### config.mk
export PLATFORM = sky130hd
export DESIGN_NAME = mpti_cfg
export DESIGN_NICKNAME = d
export VERILOG_FILES = /design/src/rtl/mpti_pkg.sv /design/src/rtl/mpti_cfg.sv
export SDC_FILE = /design/constraint.sdc
export NUM_CORES = 1
export LEC_CHECK = 0
export BUFFER_PORTS_ARGS = -buffer_cell sky130_fd_sc_hd__buf_4
export CELL_PAD_IN_SITES_DETAIL_PLACEMENT = 1
export CELL_PAD_IN_SITES_GLOBAL_PLACEMENT = 1
export CORE_ASPECT_RATIO = 0.6
export CORE_MARGIN = 5
export CORE_UTILIZATION = 38
export CTS_BUF_LIST = sky130_fd_sc_hd__clkbuf_16
export CTS_CLUSTER_SIZE = 14
export DETAILED_ROUTE_END_ITERATION = 8
export GPL_TIMING_DRIVEN = 0
export PLACE_DENSITY_LB_ADDON = 0.1
export SYNTH_ARGS = -nofsm -noshare
export SYNTH_HDL_FRONTEND = slang
export SYNTH_SLANG_ARGS = --single-unit
### constraint.sdc
create_clock -name clk -period 4.32 [get_ports clk]
set_input_delay 0.864 -clock clk [delete_from_list [all_inputs] [get_ports clk]]
set_output_delay 0.864 -clock clk [all_outputs]
set_load 0.005 [all_outputs]
### src/rtl/mpti_pkg.sv
// ----------------------------------------------------------------------------
// mpti_pkg
// shared types and constants of the page table walker with insert on miss
// ----------------------------------------------------------------------------
package mpti_pkg;

	// address bits of one result word
	localparam int WORD_BITS = 32;

	// widest node index a level may cut from the address
	localparam int NODE_BITS_MAX = 16;

	// level registers in the register file
	localparam int LVL_REGS  = 4;
	localparam int LVL_IDX_W = 2;

	// register and field widths
	localparam int CFG_IDX_W  = 3;
	localparam int CFG_DATA_W = 5;
	localparam int LBITS_W    = 5;
	localparam int LVL_CNT_W  = 3;
	localparam int TOTAL_W    = 7;

	// register indexes on the configuration port
	typedef enum logic [CFG_IDX_W-1:0] {
		REG_LEVEL_COUNT = 3'd0,
		REG_BITS_LEVEL0 = 3'd1,
		REG_BITS_LEVEL1 = 3'd2,
		REG_BITS_LEVEL2 = 3'd3,
		REG_BITS_LEVEL3 = 3'd4,
		REG_OFFSET_BITS = 3'd5
	} reg_idx_t;

	// register values after reset
	localparam logic [LVL_CNT_W-1:0] RST_LEVEL_COUNT = 3'd3;
	localparam logic [LBITS_W-1:0]   RST_BITS_LEVEL0 = 5'd4;
	localparam logic [LBITS_W-1:0]   RST_BITS_LEVEL1 = 5'd8;
	localparam logic [LBITS_W-1:0]   RST_BITS_LEVEL2 = 5'd8;
	localparam logic [LBITS_W-1:0]   RST_BITS_LEVEL3 = 5'd0;
	localparam logic [LBITS_W-1:0]   RST_OFFSET_BITS = 5'd12;

	// decoded configuration seen by the walker
	typedef struct packed {
		logic [LVL_REGS-1:0][LBITS_W-1:0] lbits;  // clamped to NODE_BITS_MAX
		logic [LVL_CNT_W-1:0]             nlev;   // levels in use
		logic [LBITS_W-1:0]               offs;   // page offset width
		logic [TOTAL_W-1:0]               total;  // index bits of levels in use
	} cfg_t;

endpackage

### src/rtl/mpti_cfg.sv
// ----------------------------------------------------------------------------
// mpti_cfg
// register file for the table shape, decoded into clamped level widths
// ----------------------------------------------------------------------------
module mpti_cfg #(
	parameter int MAX_LEVELS = 4
) (
	input  logic                           clk,
	input  logic                           arst_n,
	input  logic                           cfg_valid,
	output logic                           cfg_ready,
	input  logic [mpti_pkg::CFG_IDX_W-1:0]  cfg_index,
	input  logic [mpti_pkg::CFG_DATA_W-1:0] cfg_data,
	output mpti_pkg::cfg_t                 cfg,
	output logic                           restart
);

	logic [mpti_pkg::LVL_CNT_W-1:0]                          level_count_q;
	logic [mpti_pkg::LVL_REGS-1:0][mpti_pkg::LBITS_W-1:0]     bits_q;
	logic [mpti_pkg::LBITS_W-1:0]                            offs_q;
	logic                                                    wr;

	assign cfg_ready = 1'b1;
	assign wr        = cfg_valid && cfg_ready;
	// any write to a register in the list restarts the table
	assign restart   = wr && (cfg_index <= mpti_pkg::REG_OFFSET_BITS);

	// register writes
	always_ff @(posedge clk or negedge arst_n) begin
		if (!arst_n) begin
			level_count_q <= mpti_pkg::RST_LEVEL_COUNT;
			bits_q[0]     <= mpti_pkg::RST_BITS_LEVEL0;
			bits_q[1]     <= mpti_pkg::RST_BITS_LEVEL1;
			bits_q[2]     <= mpti_pkg::RST_BITS_LEVEL2;
			bits_q[3]     <= mpti_pkg::RST_BITS_LEVEL3;
			offs_q        <= mpti_pkg::RST_OFFSET_BITS;
		end else if (wr) begin
			case (cfg_index)
				mpti_pkg::REG_LEVEL_COUNT: level_count_q <= cfg_data[mpti_pkg::LVL_CNT_W-1:0];
				mpti_pkg::REG_BITS_LEVEL0: bits_q[0] <= cfg_data;
				mpti_pkg::REG_BITS_LEVEL1: bits_q[1] <= cfg_data;
				mpti_pkg::REG_BITS_LEVEL2: bits_q[2] <= cfg_data;
				mpti_pkg::REG_BITS_LEVEL3: bits_q[3] <= cfg_data;
				mpti_pkg::REG_OFFSET_BITS: offs_q <= cfg_data;
				default: ;
			endcase
		end
	end

	// clamp level widths and level count, sum the index bits in use
	always_comb begin
		logic [mpti_pkg::LVL_CNT_W-1:0] n;
		logic [mpti_pkg::TOTAL_W-1:0]   sum;
		n = level_count_q;
		if (n < mpti_pkg::LVL_CNT_W'(1)) begin
			n = mpti_pkg::LVL_CNT_W'(1);
		end
		if (n > mpti_pkg::LVL_CNT_W'(mpti_pkg::LVL_REGS)) begin
			n = mpti_pkg::LVL_CNT_W'(mpti_pkg::LVL_REGS);
		end
		if (MAX_LEVELS < mpti_pkg::LVL_REGS) begin
			if (n > mpti_pkg::LVL_CNT_W'(MAX_LEVELS)) begin
				n = mpti_pkg::LVL_CNT_W'(MAX_LEVELS);
			end
		end
		sum = '0;
		for (int i = 0; i < mpti_pkg::LVL_REGS; i++) begin
			if (bits_q[i] > mpti_pkg::LBITS_W'(mpti_pkg::NODE_BITS_MAX)) begin
				cfg.lbits[i] = mpti_pkg::LBITS_W'(mpti_pkg::NODE_BITS_MAX);
			end else begin
				cfg.lbits[i] = bits_q[i];
			end
			if (mpti_pkg::LVL_CNT_W'(i) < n) begin
				sum = sum + mpti_pkg::TOTAL_W'(cfg.lbits[i]);
			end
		end
		cfg.nlev  = n;
		cfg.offs  = offs_q;
		cfg.total = sum;
	end

endmodule

==> out/metrics.yaml <==
outcome: "complete, but fails checks"
failed_checks: "setup timing"
grt_max_degree: 29
ys_top_cells_by_count: "mux2_2, dfrtp_1, nor2b_1, ha_1, nand2_1"
final.setup.tns_ns: -1.73
layout.nets: 311
area_growth_pct: 44.5
pre_cts_slack_ns: -0.597
antenna_cells: 0
vias_per_cell: 5.07
drc: 0
clk_path_buf_depth: 2
grt.total_usage: 0.176
worstMarginPinSlew_ns: 0.524
cts_sinks: 28
coreArea_um2: 5600
hold_ws_ns: 0.502
critPathKind: "reg -> out"
initialDrtViolationCount: 29
max_cap_viol_count: 0
clk_latency_ns: 0.26
post_drt_wl_per_cell_um: 17.8
wirelength_um: 6410
finalHoldViolCount: 0
fin_ws_ns: -0.567
fp.dieH_um: 69.0
crit_path_start: "bits_q[4]"
cts_root_buf: "clkbuf_16"
drive_gt1_frac: 0.616
internal_power_uw: 1360
cp.arrival_ns: 4.02
synth_nets: 237
place_hpwl_um: 4530
tritoncts: "yes"
gp_congestion: 0.790
crit_fanout: 3
initial_utilization: 0.394
ys_top_cells_by_area: "dfrtp_1, mux2_2, ha_1"
r2r_end: "level_count_q[2]"
yosys.cell_count.top_type: "mux2_2"
layoutNonFillerInstCount: 361
h-tree-depth: 1
synthFlopType: "dfrtp_1"
required_ns: 3.46
yosysTopAreaCellShare: 0.239
p_leak_uw: 0.00141
ys_types: 51
synth.ff_latch_count: 28
io_buffers: 46
cp-end-kind: "primary output"
fin_crit_sh: 1.13
r2r_cells: 3
cts_made_buffers: 3
cts.clk_slew.worst_paths_ns: 0.07
syn_area_um2: 2200
synthArstFlopShare: 1.00
fmax_mhz: 205
hp-class: "in -> async"
rows: 21
antenna_found_initial: 0
syn_inst: 208
p_clk_frac: 0.124
overflow: 0
combPwrFrac: 0.705
die_w_um: 108
power.total_uw: 2190
grt_pass1_vias: 1909
vias: 1832
grt_pass1_wl_um: 10100
seqPwrFrac: 0.171
r2r_slack_ns: 3.08
drv_slew: 0
dieArea_um2: 7470
slew_headroom: 0.651
p_per_area_nw_per_um2: 689
vdd_ir_drop_max_mv: 0.287
nFillCells: 604
synth_warnings: 0
rsz0062_at_grt: "yes"
synth_edf_count: 0
place_inst: 334
start_kind: "flop"
io-pin-count: 48
drtAntennaViolNets: 0
synth_seq_area_share: 0.322
period_minus_slack_ns: 4.89
setup_viol: 4
skew_ns: 0
avgSynthCellArea_um2: 10.6
timing.rr.start: "level_count_q[2]"
switching_share: 0.379
drtPass1Iterations: 5
synth_top_area_cell: "dfrtp_1"
power_switching_uw: 831
==> state kept, by name, summed over array words and instances, names as in the netlist <==
name / flops
bits_q: 20
level_count_q: 3
offs_q: 5
==> layer usage <==
layer,up-vias,global-route usage,part of all wire
met4,0,0.0331,0.011
met3,6,0.0140,0.026
li1,890,-,-
met1,905,0.255,0.51
met5,-,0,0
met2,31,0.293,0.45
==> critical path, cell delays in order (launching register included) <==
cell and delay, ns:
dfrtp_1 0.41, buf_6 0.13, nor2b_4 0.11, ha_4 0.14, inv_2 0.03, fa_2 0.56, o21ai_4 0.07, buf_6 0.13
ha_4 0.21, a211oi_2 0.25, nor2_2 0.07, or3_4 0.35, nand2_4 0.08, ha_4 0.15, o21ai_2 0.05, o21bai_1 0.18
a21o_1 0.19, nand2_1 0.06, mux2_4 0.27, o211ai_2 0.17, buf_4 0.13
==> power groups by stage <==
| stage | clock [uW] | sequential, uW | combinational (uW) |
|---|---|---|---|
| finish | 271 | 375 | 1550 |
| floorplan | 0 | 361 | 778 |
| global placement | 0 | 375 | 1120 |
| detailed placement | 0 | 377 | 1130 |
| CTS | 277 | 374 | 1440 |
| global route | 292 | 384 | 1670 |
==> cell usage in the layout (no fill, tap or decap), types with 5 or more instances in the layout <==
master	count
inv_1	5
nor2_1	6
clkbuf_1	7
mux2_2	31
dfrtp_1	20
a21o_1	6
nand2_1	11
o21ai_2	6
buf_4	67
ha_1	9
buf_6	7
ha_4	5
dfstp_2	7
nor2b_1	18
==> kinds of logic after synthesis <==
group           share of synthesized area
xor+xnor                           0.0318
simple gates                        0.165
flops                               0.322
compound gates                      0.155
other cells                       0.00170
mux                                 0.170
fa+ha+maj                           0.112
buf+inv                            0.0415
==> cell type report <==
class | instances | area (um^2) | area share
buffer | 12 | 75.1 | 0.0236
multi-input combinational | 162 | 1640 | 0.514
clock inverter | 1 | 30.0 | 0.00943
clock buffer | 3 | 75.1 | 0.0236
timing repair buffer | 69 | 533 | 0.167
sequential | 28 | 711 | 0.223
tap | 80 | 100 | 0.0314
inverter | 6 | 22.5 | 0.00707
==> metrics by stage <==
step                instance area [um^2]   util
floorplan                           2250      -
global placement                    2700  0.482
detailed placement                  2700  0.482
CTS                                 3100  0.553
global route                        3180  0.569
finish                              3180  0.569
==> repair_timing <==
| item | 4_1_cts | 5_1_grt |
|---|---|---|
| setup buffers | 22 | 4 |
| hold buffers | 0 | 0 |
| gates cloned | 0 | 0 |
| endpoints found under the setup margin | 6 | 5 |
| resized for setup | 25 | 17 |
| pin swaps | 25 | 19 |
==> worst max-delay path by stage <==
stage	endpoint	slack, ns	cells past startpoint
final	cfg[5]	-0.57	20
after global routing	cfg[5]	-0.74	19
after CTS	cfg[6]	-0.62	16
after detailed placement	cfg[6]	-0.60	17
after global placement	cfg[6]	-0.63	16
after floorplan	cfg[6]	-0.15	17
Note: power is estimated with default switching activity, not from simulation.
